File: src/rtl/core/bmpq_pkg.sv
// Shared types and codes for the bounded max-priority queue.
// No dependencies; imported by the cell and the top level.
package bmpq_pkg;

   // Action field of a request word
   localparam logic ACT_INSERT = 1'b0;
   localparam logic ACT_DELETE = 1'b1;

   // Result field widths
   localparam int OUT_VALUE_W = 32;
   localparam int OUT_COUNT_W = 7;

   // What every cell of the chain does this cycle
   typedef enum logic [1:0] {
      CELL_HOLD,
      CELL_INSERT,
      CELL_DELETE
   } cell_op_type;

   typedef struct packed {
      cell_op_type op;
   } cell_ctrl_type;

endpackage

File: src/rtl/core/bmpq_cell.sv
// One slot of the sorted chain (descending: slot 0 holds the maximum).
// Depends on bmpq_pkg for the cell control struct.
module bmpq_cell #(
   parameter int VALUE_WIDTH = 32
) (
   input  logic                          clock,
   input  bmpq_pkg::cell_ctrl_type       ctrl,
   input  logic                          occupied,
   input  logic signed [VALUE_WIDTH-1:0] new_value,
   input  logic                          prev_take,
   input  logic signed [VALUE_WIDTH-1:0] prev_value,
   input  logic signed [VALUE_WIDTH-1:0] next_value,
   output logic                          take,
   output logic signed [VALUE_WIDTH-1:0] value,
   output logic signed [VALUE_WIDTH-1:0] value_in
);
   import bmpq_pkg::*;

   logic signed [VALUE_WIDTH-1:0] value_ff;

   // New value lands at or above this slot; ties go toward the top
   assign take = !occupied || (new_value >= value_ff);

   // Next slot content
   always_comb begin
      case (ctrl.op)
         CELL_INSERT: begin
            if (take) begin
               value_in = prev_take ? prev_value : new_value;
            end else begin
               value_in = value_ff;
            end
         end
         CELL_DELETE: value_in = next_value;
         default:     value_in = value_ff;
      endcase
   end

   always_ff @(posedge clock) begin
      value_ff <= value_in;
   end

   assign value = value_ff;

endmodule

File: config.mk
export PLATFORM = sky130hd
export DESIGN_NAME = bmpq_cell
export DESIGN_NICKNAME = d
export VERILOG_FILES = /design/src/rtl/core/bmpq_pkg.sv /design/src/rtl/core/bmpq_cell.sv
export SDC_FILE = /design/constraint.sdc
export NUM_CORES = 1
export LEC_CHECK = 0
export BUFFER_PORTS_ARGS = -buffer_cell sky130_fd_sc_hd__buf_4
export CAP_MARGIN = 20
export CORE_ASPECT_RATIO = 1.5
export CORE_UTILIZATION = 44
export DETAILED_ROUTE_END_ITERATION = 12
export GPL_ROUTABILITY_DRIVEN = 0
export PLACE_DENSITY = 0.82
export SLEW_MARGIN = 25
export SYNTH_ARGS = -nofsm -noshare
export SYNTH_HDL_FRONTEND = slang
export SYNTH_SLANG_ARGS = --single-unit
File: constraint.sdc
create_clock -name clock -period 3.57 [get_ports clock]
set_input_delay 0.714 -clock clock [delete_from_list [all_inputs] [get_ports clock]]
set_output_delay 0.714 -clock clock [all_outputs]
set_load 0.02 [all_outputs]
==> results of run 1 <==
[area by class of cell]
class	instances	area, um2	share of cell area (%)
well taps	72	90.1	1.80
repair buffers	201	1760	35.1
clock buffers	6	72.6	1.45
clock inverters	1	5.00	0.0999
inverters	38	143	2.85
flip-flops and latches	32	643	12.8
multi-input cells	224	2300	45.9
[final timing paths]
path	from	end	slack, ns	depth (start not counted)
min reg2reg	value[6]	value[6]	0.53	2
min	value[6]	value[6]	0.53	2
max reg2reg	value[22]	value[17]	0.61	15
max	value[22]	value_in[28]	-0.31	14
[worst max-delay path: cells and delay by family, from the launching register on]
family / cells / cell delay [ns]
DFF: 1 / 0.41
adders and majority gates: 1 / 0.27
buffers and inverters: 6 / 0.85
and+or+nand+nor: 3 / 0.31
AOI/OAI and AO/OA: 4 / 1.01
[power breakdown]
group | internal [mW] | total (mW) | switching, mW
Clock | 0.133 | 0.281 | 0.148
Sequential | 0.419 | 0.485 | 0.0663
Combinational | 0.586 | 1.22 | 0.631
[per-layer routing]
layer	vias to the layer above	global-route usage, %
met5	-	0
met4	0	12.9
met3	96	4.58
met2	287	51.5
met1	1617	24.8
li1	1472	-
[cell usage in the layout (no fill, tap or decap), types with 10 or more instances in the layout]
master    instances
ha_4             25
buf_4           155
dfxtp_1          30
o211ai_2         28
mux2i_1          32
nand2_1          48
buf_6            38
inv_1            37
a21oi_1          10
nand2_2          15
[kinds of logic after synthesis]
| group | share of synthesized area (%) |
|---|---|
| and+or+nand+nor | 16.0 |
| AOI/OAI and AO/OA | 23.6 |
| buffers and inverters | 8.32 |
| adders and majority gates | 16.0 |
| muxes | 12.0 |
| DFF | 24.1 |
[repair_timing]
action,CTS,global route
pin swaps,9,28
gates resized for setup,6,108
endpoints found under the setup margin,28,32
setup buffers,1,17
cloned,0,5
==> impl_metrics.env, run 1 <==
export IMPL_end_kind="primary output"
export IMPL_crit_path_max_fanout=6
export IMPL_dieArea_mm2=0.00637
export IMPL_gr_total_overflow=0
export IMPL_worstHoldPathType="reg -> reg"
export IMPL_nets=637
export IMPL_fin_hold_ws_ns=0.528
export IMPL_yosysWarnings=0
export IMPL_skew_ns=0.0169
export IMPL_routed_top_layer="met4"
export IMPL_final_area_mm2=0.00501
export IMPL_synth_area_mm2=0.00266
export IMPL_yosysSeqAreaShare_pct=24.1
export IMPL_critPathArrivalTime_ns=3.16
export IMPL_drv_cap=0
export IMPL_die_x_um=65.5
export IMPL_largest_register_ffs=32
export IMPL_yosysMostFrequentCell="nand2_1"
export IMPL_syn_num_nets=443
export IMPL_grtUsageTotal_pct=26.3
export IMPL_fin_crit_ns=3.88
export IMPL_path_clk_slew_ns=0.08
export IMPL_viasPerCell=6.05
export IMPL_violations="setup timing"
export IMPL_finalHoldViolCount=0
export IMPL_grt_max_degree=33
export IMPL_place_hpwl_um=6790
export IMPL_crit_path_start_kind="flop"
export IMPL_synth_commonest_cells="70 x nand2_1, 38 x inv_1, 34 x ha_1, 32 x dfxtp_1, 32 x mux2i_1"
export IMPL_routed_wl_um=13100
export IMPL_fmax_mhz=258
export IMPL_synth_cells=308
export IMPL_criticalPathCategory="reg -> out"
export IMPL_stdcell_count=574
export IMPL_critical_path_required_ns=2.86
export IMPL_drc=0
export IMPL_holdBufCountCts=0
export IMPL_fillers=277
export IMPL_placed_area_mm2=0.00406
export IMPL_synth_cell_types=35
export IMPL_vdd_drop_max_v=0.000249
export IMPL_worstMarginPinSlew_ns=0.598
export IMPL_maxSlewViolCount=0
export IMPL_clockRootBuffer="clkbuf_8"
export IMPL_powerDensity_mw_per_mm2=396
export IMPL_grt_pass1_vias=2947
export IMPL_dieHeight_um=97.3
export IMPL_rsz0062_at_grt="yes"
export IMPL_synth_async_reset_ratio_pct=0
export IMPL_finish_utilization_pct=85.9
export IMPL_dr_pass1_iters=5
export IMPL_finalSetupTns_ns=-8.54
export IMPL_cts_made_buffers=5
export IMPL_clk_latency_ns=0.30
export IMPL_synth_edf_count=0
export IMPL_period_share_pct=109
export IMPL_cts_tree="built"
export IMPL_clock_sinks=32
export IMPL_h_tree_depth=2
export IMPL_dr_first_iter_drc_count=212
export IMPL_maxSlewHeadroom_pct=60.1
export IMPL_drive_above_1_share_pct=61.2
export IMPL_layout_setup_ws_ns=-0.306
export IMPL_rows=34
export IMPL_synth_top_area_share_pct=24.1
export IMPL_dp_cells=544
export IMPL_preCtsSetupSlack_ns=-0.0926
export IMPL_wl_met3_um=1120
export IMPL_p_total_mw=1.98
export IMPL_wire_per_inst_um=22.9
export IMPL_setup_viol_count_final=32
export IMPL_clockBufferDepth=2
export IMPL_diodes=0
export IMPL_io_pins=166
export IMPL_grt_pass1_wl_um=13100
export IMPL_area_growth_pct=88.1
export IMPL_yosys_area_top_type="dfxtp_1"
export IMPL_ant_nets=0
export IMPL_coreArea_mm2=0.00583
export IMPL_dr_total_vias=3472
export IMPL_met2_length_um=6710
export IMPL_wl_met1_um=4330
export IMPL_synth_area_top_cells="dfxtp_1 24%, ha_1 16%, o211ai_2 15%"
export IMPL_antenna_found_initial=0
export IMPL_synth_seq_cells=32
export IMPL_syn_area_per_cell_um2=8.64
export IMPL_power_leakage_nw=2.37
export IMPL_worstPathCellList="inv_1 > ha_4 > nand4_1 > buf_4 > nor4_4 > buf_4 > a2111oi_1 > a21bo_2 > o211ai_4 > buf_6 > buf_12 > nand2_1 > o211ai_2 > buf_6"
export IMPL_ys_flop_type="dfxtp_1"
export IMPL_start_util_pct=45.7
export IMPL_port_buffers=165
export IMPL_outcome="finished with violations"
export IMPL_cp_slowest_cell="a2111oi_1"
export IMPL_critical_path_max_stage_delay_ns=0.47
Note: power is estimated with default switching activity, not from simulation.
==> run 2, diff against run 1 <==
- CELL_PAD_IN_SITES_DETAIL_PLACEMENT: unset -> 1
- CELL_PAD_IN_SITES_GLOBAL_PLACEMENT: unset -> 1
- CORE_UTILIZATION: 44 -> 30
- PLACE_DENSITY: 0.82 -> unset
- PLACE_DENSITY_LB_ADDON: unset -> 0.1
==> run 2 against run 1 <==
Against the previous run:
- the flow still finishes with violations (setup timing)
- critical path depth shrank 4
- sequential power shrank 1%
- design area grew 1.1%
- setup slack gained 0.25 ns
- flip-flop and latch count is the same
- largest cell class unchanged
==> impl_metrics.env, run 2 (synthesis results as in run 1) <==
export IMPL_clk_latency_ns=0.28
export IMPL_drc=0
export IMPL_fmax_mhz=276
export IMPL_setup_viol_count_final=14
export IMPL_grt_max_degree=33
export IMPL_min_path_cells=2
export IMPL_worstHoldPathType="reg -> reg"
export IMPL_r2r_start="value[9]"
export IMPL_start_util_pct=31.3
export IMPL_diodes=0
export IMPL_wire_per_inst_um=18.1
export IMPL_grt_pass1_vias=3133
export IMPL_power_share_clock_pct=21.9
export IMPL_rows=41
export IMPL_holdBufCountCts=0
export IMPL_p_sw_share_pct=39.0
export IMPL_power_leakage_nw=2.38
export IMPL_viasPerCell=5.11
export IMPL_skew_ns=0.00589
export IMPL_dr_total_vias=3076
export IMPL_preCtsSetupSlack_ns=-0.0399
export IMPL_criticalPathCategory="in -> out"
export IMPL_path_clk_slew_ns=0.06
export IMPL_coreArea_mm2=0.00852
export IMPL_cts_tree="built"
export IMPL_whs_endpoint="value[6]"
export IMPL_port_buffers=165
export IMPL_critPathArrivalTime_ns=2.91
export IMPL_place_hpwl_um=7610
export IMPL_fillers=964
export IMPL_largest_register_ffs=32
export IMPL_rsz0062_at_grt="yes"
export IMPL_die_x_um=78.9
export IMPL_worstPathCellList="buf_4 > ha_4 > nand4_4 > nor4_4 > a21oi_4 > a311oi_4 > o21ai_4 > buf_12 > o211ai_1 > buf_4"
export IMPL_path_common_cell="buf_4"
export IMPL_area_growth_pct=90.3
export IMPL_dieHeight_um=117
export IMPL_outcome="finished with violations"
export IMPL_final_common_cell="buf_4"
export IMPL_h_tree_depth=2
export IMPL_grtUsageTotal_pct=20.0
export IMPL_hold_start="value[6]"
export IMPL_clock_sinks=32
export IMPL_drive_above_1_share_pct=59.0
export IMPL_p_sw_mw=0.798
export IMPL_clockRootBuffer="clkbuf_16"
export IMPL_p_comb_share_pct=54.7
export IMPL_crit_path_start_kind="primary input"
export IMPL_crit_path_max_fanout=17
export IMPL_mostFrequentLayoutCells="151 x buf_4, 52 x nand2_1, 38 x inv_1"
export IMPL_period_share_pct=102
export IMPL_maxSlewHeadroom_pct=59.1
export IMPL_maxSlewViolCount=0
export IMPL_cts_made_buffers=5
export IMPL_finalSetupTns_ns=-0.207
export IMPL_finalHoldViolCount=0
export IMPL_dr_first_iter_drc_count=61
export IMPL_grt_pass1_wl_um=14600
export IMPL_clockBufferDepth=2
export IMPL_r2r_end="value[12]"
export IMPL_powerDensity_mw_per_mm2=404
export IMPL_violations="setup timing"
export IMPL_fin_hold_ws_ns=0.515
export IMPL_layout_setup_ws_ns=-0.0569
export IMPL_ant_nets=0
export IMPL_dieArea_mm2=0.00926
export IMPL_cp_slowest_cell="nor4_4"
export IMPL_io_pins=166
export IMPL_multi_input_area_mm2=0.00231
export IMPL_p_int_mw=1.25
export IMPL_worstMarginPinSlew_ns=0.613
export IMPL_end_kind="primary output"
export IMPL_dr_pass1_iters=4
export IMPL_drv_cap=0
export IMPL_share_seq_of_total_power_pct=23.5
export IMPL_register_area_um2=642
export IMPL_reg2reg_slack_ns=0.94
export IMPL_critical_path_max_stage_delay_ns=0.44
export IMPL_antenna_found_initial=0
export IMPL_nets=629
export IMPL_routed_wl_um=10900
export IMPL_gr_total_overflow=0
export IMPL_reg2regPathDepth=12
export IMPL_fin_crit_ns=3.63
export IMPL_vdd_drop_max_v=0.000224
export IMPL_critical_path_required_ns=2.86
==> run 2: worst max-delay path: cells and delay by family <==
kind | cells | cell delay, ns
AO/OA/AOI/OAI | 4 | 0.79
AND/OR/NAND/NOR | 2 | 0.59
buffers and inverters | 3 | 0.51
adder cells (fa/ha/maj) | 1 | 0.29
==> run 2: how the worst max path moves through the flow <==
stage                  startpoint  slack, ns            to
floorplan           new_value[31]       0.29   value_in[0]
CTS                  new_value[5]     -0.005  value_in[30]
global route        new_value[31]      -0.15  value_in[30]
finish              new_value[31]      -0.06  value_in[30]
detailed placement  new_value[14]      -0.04  value_in[29]
global placement     new_value[1]     -0.003  value_in[30]
==> run 2: power by group through the flow <==
stage                     combinational (mW)  clock, mW  sequential [mW]
after floorplan                        0.409          0            0.538
after global placement                 0.858          0            0.473
after detailed placement               0.875          0            0.475
after global routing                    1.20      0.477            0.489
final                                   1.12      0.447            0.480
after CTS                              0.882      0.460            0.467
==> run 2: layer usage <==
layer  global-route usage, %  vias to the layer above  part of all wire, %
met5                       0                        -                    0
met3                    4.05                       16                  4.6
met4                    4.77                        0                  1.9
li1                        -                     1465                    -
met2                    40.8                      106                   58
met1                    19.6                     1489                   36
==> run 2: final cells by class <==
type / instances / share of cell area [%]
tap: 107 / 2.64
inverter: 38 / 2.82
sequential: 32 / 12.7
multi-input combinational: 224 / 45.6
timing repair buffer: 193 / 33.4
clock buffer: 8 / 2.89
==> run 2: metrics by stage <==
step	std cells	area (um2)	utilization [%]	power [mW]
5_1_grt	602	5070	59.5	2.16
3_3_place_gp	583	4120	48.3	1.33
6_report	602	5070	59.5	2.05
2_1_floorplan	308	2660	-	0.947
4_1_cts	591	4270	50.1	1.81
3_5_place_dp	583	4120	48.3	1.35
==> run 2: repair_timing <==
action | in CTS | in global routing
setup buffers | 0 | 7
cloned | 0 | 4
resized for setup | 1 | 114
pin swaps | 2 | 27
setup endpoints to repair | 29 | 32
